--- config.mk ---
export PLATFORM = sky130hd
export DESIGN_NAME = vedge_outq
export DESIGN_NICKNAME = d
export VERILOG_FILES = /design/src/rtl/voxel_edge_neighbour_label_assert.svh /design/src/rtl/vedge_pkg.sv /design/src/rtl/vedge_outq.sv
export SDC_FILE = /design/constraint.sdc
export NUM_CORES = 1
export LEC_CHECK = 0
export BUFFER_PORTS_ARGS = -buffer_cell sky130_fd_sc_hd__buf_2
export CAP_MARGIN = 20
export CORE_MARGIN = 2
export CORE_UTILIZATION = 25
export DETAILED_ROUTE_END_ITERATION = 10
export PLACE_DENSITY = 0.5
export SLEW_MARGIN = 20
export SYNTH_ARGS = -nofsm -noshare
export SYNTH_HDL_FRONTEND = slang
export SYNTH_SLANG_ARGS = --single-unit
--- constraint.sdc ---
create_clock -name clk -period 4.3 [get_ports clk]
set_input_delay 0.215 -clock clk [delete_from_list [all_inputs] [get_ports clk]]
set_output_delay 0.215 -clock clk [all_outputs]
set_load 0.005 [all_outputs]
--- src/rtl/voxel_edge_neighbour_label_assert.svh ---
// Assertion helpers for the voxel edge labeller RTL.
// Define NO_ASSERTIONS to compile them out.
`ifndef VOXEL_EDGE_NEIGHBOUR_LABEL_ASSERT_SVH
`define VOXEL_EDGE_NEIGHBOUR_LABEL_ASSERT_SVH
`ifndef NO_ASSERTIONS
// property that must hold at every clock edge
`define VEDGE_ASSERT(lbl, prop, msg) \
	lbl: assert property (@(posedge clk) disable iff (!arst_n) (prop)) else $error(msg);
// consequent must hold in the cycle after the antecedent
`define VEDGE_ASSERT_NEXT(lbl, ante, cons, msg) \
	lbl: assert property (@(posedge clk) disable iff (!arst_n) (ante) |=> (cons)) \
		else $error(msg);
`else
`define VEDGE_ASSERT(lbl, prop, msg)
`define VEDGE_ASSERT_NEXT(lbl, ante, cons, msg)
`endif
`endif

--- src/rtl/vedge_pkg.sv ---
`timescale 1ns / 1ps
package vedge_pkg;

	localparam int FIELD_W = 16;

	// configuration register indexes
	localparam logic [2:0] REG_EPSILON     = 3'd0;
	localparam logic [2:0] REG_SIZE_X      = 3'd1;
	localparam logic [2:0] REG_SIZE_Y      = 3'd2;
	localparam logic [2:0] REG_SIZE_Z      = 3'd3;
	localparam logic [2:0] REG_LABEL_MODE  = 3'd4;
	localparam logic [2:0] REG_MIN_SIMILAR = 3'd5;

	// register reset values
	localparam logic [15:0] RST_EPSILON     = 16'd0;
	localparam logic [8:0]  RST_SIZE_X      = 9'd256;
	localparam logic [8:0]  RST_SIZE_Y      = 9'd256;
	localparam logic [12:0] RST_SIZE_Z      = 13'd256;
	localparam logic        RST_LABEL_MODE  = 1'b0;
	localparam logic [4:0]  RST_MIN_SIMILAR = 5'd23;

	localparam logic [12:0] DEPTH_LIMIT = 13'd4096;

	localparam logic MODE_NEIGHBOUR = 1'b0;
	localparam logic MODE_BASIC     = 1'b1;

	// output queue
	localparam int OUTQ_DEPTH = 8;
	localparam int OUTQ_AW    = $clog2(OUTQ_DEPTH);
	localparam int INFL_W     = $clog2(OUTQ_DEPTH + 1);

	typedef struct packed {
		logic        label_valid;
		logic        edge_label;
		logic [7:0]  out_x;
		logic [7:0]  out_y;
		logic [11:0] out_z;
	} result_t;

	typedef struct packed {
		logic    nbr;   // label decided by the neighbour count
		result_t res;
	} meta_t;

endpackage

--- src/rtl/vedge_outq.sv ---
`timescale 1ns / 1ps
module vedge_outq (
	input  logic               clk,
	input  logic               arst_n,
	input  logic               push,
	input  vedge_pkg::result_t push_data,
	input  logic               pop,
	output vedge_pkg::result_t head,
	output logic               not_empty
);

	vedge_pkg::result_t                q_mem [vedge_pkg::OUTQ_DEPTH];
	logic [vedge_pkg::OUTQ_AW-1:0]     wptr_q;
	logic [vedge_pkg::OUTQ_AW-1:0]     rptr_q;
	logic [vedge_pkg::INFL_W-1:0]      count_q;

	always_ff @(posedge clk or negedge arst_n) begin
		if (!arst_n) begin
			wptr_q  <= '0;
			rptr_q  <= '0;
			count_q <= '0;
		end else begin
			if (push) wptr_q <= wptr_q + 1'b1;
			if (pop)  rptr_q <= rptr_q + 1'b1;
			unique case ({push, pop})
				2'b10:   count_q <= count_q + 1'b1;
				2'b01:   count_q <= count_q - 1'b1;
				default: count_q <= count_q;
			endcase
		end
	end

	always_ff @(posedge clk) begin
		if (push) q_mem[wptr_q] <= push_data;
	end

	assign head      = q_mem[rptr_q];
	assign not_empty = (count_q != '0);

endmodule

==> results of run 1 <==
## state kept, by name, indices dropped and copies added (netlist names)
register	cells
count_q	4
q_mem	240
wptr_q	3
rptr_q	3
## stage by stage
| stage | std cells | util | hold WS [ns] | setup slack, ns | power, mW |
|---|---|---|---|---|---|
| after floorplan | 400 | - | -0.0806 | 1.18 | 4.59 |
| after global placement | 974 | 0.279 | 0.0932 | 1.78 | 5.35 |
| after detailed placement | 974 | 0.279 | 0.101 | 1.77 | 5.40 |
| after CTS | 1054 | 0.312 | 0.0903 | 1.19 | 7.87 |
| after global routing | 1054 | 0.312 | 0.105 | 1.13 | 8.09 |
| final | 1054 | 0.312 | 0.0905 | 1.25 | 7.69 |
## power by group
group	total [mW]	internal, mW	switching, mW	leakage, nW
logic	1.82	1.03	0.793	1.32
clock network	2.41	1.50	0.909	0.450
registers	3.46	3.07	0.394	2.29
## synthesized netlist by cell type (2+ instances only)
cell type	count
nand2b_1	3
nor2_1	7
xor2_1	6
dfrtp_1	10
buf_6	7
mux4_1	59
nor2b_1	3
ha_1	5
nand2_1	4
edfxtp_1	240
xnor2_1	3
mux2_2	33
clkbuf_1	9
nor3_1	2
a21oi_1	2
## path summary, 6_finish.rpt
path	from	end	slack [ns]	depth (start not counted)
max	rptr_q[0]	head[14]	1.25	3
min	arst_n	count_q[1]	0.09	2
max reg2reg	wptr_q[0]	q_mem[4][25]	2.14	3
min reg2reg	count_q[3]	count_q[3]	0.48	1
max in group asynchronous	arst_n	rptr_q[0]	3.98	2
min in group clk	count_q[3]	count_q[3]	0.48	1
## kinds of logic (layout without fill, tap and decap cells)
logic type / count (synthesis) / count (layout) / share of synthesized area
AOI/OAI and AO/OA: 4 / 4 / 0.00256
DFF: 250 / 250 / 0.762
buffers and inverters: 18 / 154 / 0.0123
adders and majority gates: 5 / 5 / 0.00639
muxes: 93 / 93 / 0.199
and+or+nand+nor: 21 / 21 / 0.0105
xor gates and xnor gates: 9 / 9 / 0.00805
## metal layers
layer / track usage / wire length (um) / vias to the layer above
met2: 0.181 / 10600 / 87
met1: 0.123 / 8690 / 2391
met4: 0.0223 / 350 / 0
met3: 0.0203 / 801 / 28
li1: - / - / 1981
met5: 0 / 0 / -
## area by class of cell
type / count / area [um^2] / area share
clock buffer: 27 / 676 / 0.0560
clock inverter: 20 / 260 / 0.0216
sequential: 250 / 7460 / 0.619
tap: 518 / 648 / 0.0537
multi-input combinational: 132 / 2270 / 0.188
inverter: 1 / 3.75 / 0.000311
timing repair buffer: 106 / 743 / 0.0616
## worst max-delay path: stages, from the launching register on
cell and delay [ns]:
dfrtp_4 1.14, mux4_1 0.71, mux2_2 0.29, buf_2 0.13
==> results by group, run 1 <==
Clock tree
  – Cts hold-fix bufs: 33
  – H-tree depth: 1
  – CTS tree: built
  – Clock Path Buffers: 3
  – Worst-skew pair later-pin latency: around 0.52 ns
  – Clk root buf: clkbuf_16
  – Post-CTS Setup Bufs: 0
  – Clock Pin Slew Worst Setup and Hold Paths: about 0.060 ns
  – CTS Buf Count: 27
  – CTS resizes: 0
  – Clk sinks: 250

Yosys
  – Cells after Synth: 400
  – Synthesized area per cell: between 20 and 25 um^2
  – Flops & latches, synth: 250
  – Synthesized Nets: approximately 440
  – Synth Flop Type: edfxtp_1
  – Top-area cell type share of the netlist area: 0.736
  – Post-synth EDFFs: 240
  – Main area contributors after synthesis: edfxtp_1 74%, mux4_1 16%, mux2_2 3.8%, dfrtp_1 2.6%, buf_6 0.81%
  – Post-synth top area cell: edfxtp_1
  – Register area share after synthesis: 0.762
  – Synthesized area: between 9000 and 10,000 um^2
  – Total number of yosys warnings: 0
  – Unique masters post-synth: 22
  – Asr flop ratio synth: 0.0400

Setup path
  – WS Path Type: reg -> out
  – Arr. time, crit path: ~2.8 ns
  – Worst path required time: ~4 ns
  – Worst-path maximum fanout: a little over 60
  – CP Launch Type: flop
  – Crit. End Element: primary output

STA
  – Setup TNS: 0 ns
  – Max Freq: about 0.33 GHz
  – Post-layout min period: 3.05 ns
  – RSZ-0062 raised after global routing: no
  – Fin. Hold Viols: 0
  – Final Slew Violations: 0
  – Rel. slew slack: 0.271
  – Finish-stage setup viols: 0
  – Post-Route Skew: approximately 0.0074 ns
  – Tcrit/Tclk final: 0.710
  – Slew at the pin with the worst max-slew slack: between 1 and 1.5 ns

GRT
  – GRT Total Usage: 0.100
  – Total grt overflow: 0
  – Antenna violations before repair: 0
  – Global-route wire length before repair: a little over 30,000 um
  – Number of global-route vias before repair: a little under 5,000
  – Pin count of the biggest net entering global routing: 63

Hold path
  – Hold Crit Class: in -> async

Layout
  – Most frequent cells in the layout: 240 x edfxtp_1, 64 x buf_2, 59 x mux4_1
  – Cell area after layout: approximately 12,000 um^2
  – Share of cells above drive strength 1: 0.302
  – Fillers: ~3,700
  – N_diodes: 0
  – Most common cell after layout, fill and taps aside: edfxtp_1
  – NumNets Final: 557
  – Area growth, synth to finish: 23.2%

Routing
  – Wire per inst: slightly below 20 um
  – Initial DRC count: 216
  – Vias per cell: roughly 4.3
  – WL final: 20,400 um
  – DRT antenna net count: 0
  – Vias: 4,487
  – # DRC: 0
  – Detailed Routing Iterations Pass 1: 4

Die
  – Rows: 72
  – Die area: 40,800 um^2
  – Starting density of the core: 0.253
  – Die X: a little over 200 um
  – I/O pin count: 65
  – Core area: ~39,000 um^2
  – DIE HEIGHT: a little over 200 um

Power and ir drop
  – Power per cell area: 638 nW/um^2
  – Max VDD drop: 283 uV
  – Lkg Pwr: ~4 nW

Placed design
  – GPL Wtd Cong: 0.614
  – Cell Area, Placed: about 11,000 um^2
  – I/O Buffers: 64
  – Hpwl dp: around 11,000 um

Run
  – MaxCap Viol Count: 0

Outcome
  – Run status: finished, final reports clean
No activity file was read; power rests on OpenSTA's default activity.
==> run 2: changes to the inputs <==
Settings changed: ABC_AREA from default to 1.
Clock period 4.3 ns to 3.2 ns, I/O delays scaled along.
==> run 2 against run 1 <==
Against the previous run: area after synthesis is 1.2% higher; wire length is 19% higher; clock-buffer cell count increased by 2; global-route usage rose by 1.8 points; non-clock buffer count up 13; combinational power increased by 91%; critical path type unchanged; highest routed layer is now met5.
==> results by group, run 2 <==
Yosys
  – Total number of yosys warnings: 0
  – Post-synth EDFFs: 240
  – Synthesized area per cell: approximately 13 um^2
  – Flops & latches, synth: 250
  – Synthesized area: ~9900 um^2
  – Main area contributors after synthesis: edfxtp_1 73%, nor2_1 4.2%, nand2_1 4.2%, o21ai_0 4.0%, o22ai_1 3.8%
  – Asr flop ratio synth: 0.0400
  – Top-area cell type share of the netlist area: 0.727
  – Synth Flop Type: edfxtp_1
  – Synthesized Nets: 793
  – Synth top cells by count: 240 x edfxtp_1, 112 x nor2_1, 111 x nand2_1
  – Register area share after synthesis: 0.752
  – Top-count cell post-synth: edfxtp_1
  – Cells after Synth: 754
  – Unique masters post-synth: 24
  – Post-synth top area cell: edfxtp_1

Setup path
  – WP buf/inv: 3
  – Crit path top cell by count: nand2_1
  – Worst path required time: a little over 3 ns
  – WS Path Type: reg -> out
  – Worst-path maximum fanout: between 70 and 80
  – Top Family by Delay on Critical Path: buffers and inverters
  – CP Launch Type: flop
  – Cells along the critical path: inv_4, buf_12, nor2_1, o22ai_1, nand2_1, nand2_1, buf_2
  – Arr. time, crit path: approximately 2.5 ns
  – Max incr delay on CP: ~0.63 ns
  – Worst path slowest cell: dfrtp_4
  – Crit. End Element: primary output

GRT
  – Total grt overflow: 0
  – Antenna violations before repair: 1
  – Number of global-route vias before repair: roughly 6,000
  – Global-route wire length before repair: 37,200 um
  – GRT Total Usage: 0.118
  – Pin count of the biggest net entering global routing: 75

Placed design
  – GPL Wtd Cong: ~0.7
  – I/O Buffers: 64
  – Cell Area, Placed: 10,900 um^2
  – Hpwl dp: 13,400 um

STA
  – Finish-stage setup viols: 0
  – Max Freq: 0.373 GHz
  – Post-Route Skew: about 0.0067 ns
  – Tcrit/Tclk final: 0.838
  – Slew at the pin with the worst max-slew slack: ~0.75 ns
  – Setup TNS: 0 ns
  – Hold WS: ~0.045 ns
  – RSZ-0062 raised after global routing: no
  – Final Slew Violations: 0
  – Rel. slew slack: 0.502
  – Post-layout min period: roughly 2.7 ns
  – Fin. Hold Viols: 0

Layout
  – Cell area after layout: 12,100 um^2
  – Regs by FF count: q_mem x240, count_q x4
  – Fin util: 0.310
  – Number of flip-flops in the largest register: 240
  – NumNets Final: between 800 and 900
  – Most frequent cells in the layout: 240 x edfxtp_1, 111 x nand2_1, 104 x nor2_1
  – Area growth, synth to finish: 21.9%
  – Most common cell after layout, fill and taps aside: edfxtp_1
  – Most flop-heavy register: q_mem
  – Share of cells above drive strength 1: 0.184
  – N_diodes: 0

Routing
  – DRT antenna net count: 0
  – Detailed Routing Iterations Pass 1: 5
  – Total length of routed met2 wires: between 10,000 and 15,000 um
  – Wire per inst: roughly 17 um
  – Vias per cell: roughly 4.4
  – # DRC: 0
  – Top Layer Used: met5
  – Initial DRC count: roughly 520
  – WL met3: roughly 1100 um
  – WL final: 24,300 um
  – Vias: 6,144
  – Met1 wire length: 11,400 um

Die
  – I/O pin count: 65
  – Die X: a little over 200 um
  – Rows: 72
  – Starting density of the core: 0.255
  – Die area: 41,300 um^2
  – Core area: just under 40,000 um^2
  – DIE HEIGHT: roughly 200 um

Clock tree
  – Clk sinks: 250
  – Worst-skew pair later-pin latency: 0.53 ns
  – Clock Pin Slew Worst Setup and Hold Paths: about 0.06 ns
  – CTS Buf Count: 27
  – Clock Path Buffers: 3
  – CTS tree: built
  – H-tree depth: 1
  – Post-CTS Setup Bufs: 0
  – Clk root buf: clkbuf_16

Power and ir drop
  – Power per cell area: 886 nW/um^2
  – Lkg Pwr: ~4.2 nW
  – Max VDD drop: slightly above 600 uV

Run
  – MaxCap Viol Count: 0

Outcome
  – Run status: finished, final reports clean

Hold path
  – Hold Crit Class: in -> async
-- run 2: cell types whose count changed after synthesis, sizes merged, moves of 13 or more --
cell / before / now
nor2: 7 / 132
o21ai: 0 / 124
nand2: 4 / 111
mux4: 60 / 0
o22ai: 0 / 60
mux2: 33 / 0
buf: 8 / 27
inv: 1 / 14
-- run 2: cell families after synthesis --
logic type | Yosys count | synth area share
DFF | 250 | 0.752
and+or+nand+nor | 249 | 0.100
AOI/OAI and AO/OA | 186 | 0.102
buffers and inverters | 59 | 0.0350
xor gates and xnor gates | 5 | 0.00442
adders and majority gates | 5 | 0.00631
-- run 2: area by class of cell --
cell class | count | area [um^2]
clock buffers | 29 | 683
clock inverters | 20 | 195
inverters | 14 | 55.1
repair buffers | 119 | 866
flip-flops and latches | 250 | 7460
fillers | 3927 | 26800
well taps | 518 | 648
multi-input cells | 445 | 2170
-- run 2: worst reg2reg max path, delay by kind of cell (launching register included) --
kind                   cells  cell delay, ns
AND/OR/NAND/NOR            2            0.99
buffers and inverters      1            0.35
flip-flops                 1            0.41
-- run 2: repair_timing --
action,in CTS,in global routing
setup endpoints to repair,0,0
hold endpoints to repair,255,0
gates resized for setup,0,0
hold buffers,33,0
-- run 2: stage by stage --
step | setup slack, ns | cells | total power [mW]
after floorplan | 0.833 | 754 | 6.46
after global placement | 1.02 | 1313 | 7.71
after detailed placement | 1.04 | 1313 | 7.74
after CTS | 0.464 | 1395 | 10.9
after global routing | 0.329 | 1395 | 11.4
final | 0.520 | 1395 | 10.7
-- run 2: final timing paths --
| kind | startpoint | end | slack (ns) | cells past startpoint |
|---|---|---|---|---|
| min in group clk | push_data[5] | q_mem[4][5] | 0.45 | 2 |
| max in group asynchronous | arst_n | rptr_q[0] | 2.91 | 2 |
| max | rptr_q[0] | head[24] | 0.52 | 7 |
| min reg2reg | count_q[0] | count_q[0] | 0.54 | 1 |
| min | arst_n | count_q[1] | 0.04 | 2 |
| max reg2reg | wptr_q[0] | q_mem[0][3] | 1.15 | 3 |
-- run 2: power by group --
part / switching (mW) / internal [mW] / total [mW]
Combinational: 2.31 / 1.16 / 3.47
Sequential: 0.168 / 3.99 / 4.16
Clock: 1.22 / 1.85 / 3.08
-- run 2: routing by layer --
metal,vias to the layer above,track usage
li1,2946,-
met1,3036,0.164
met2,123,0.190
met3,37,0.0210
met4,2,0.0292
met5,-,0
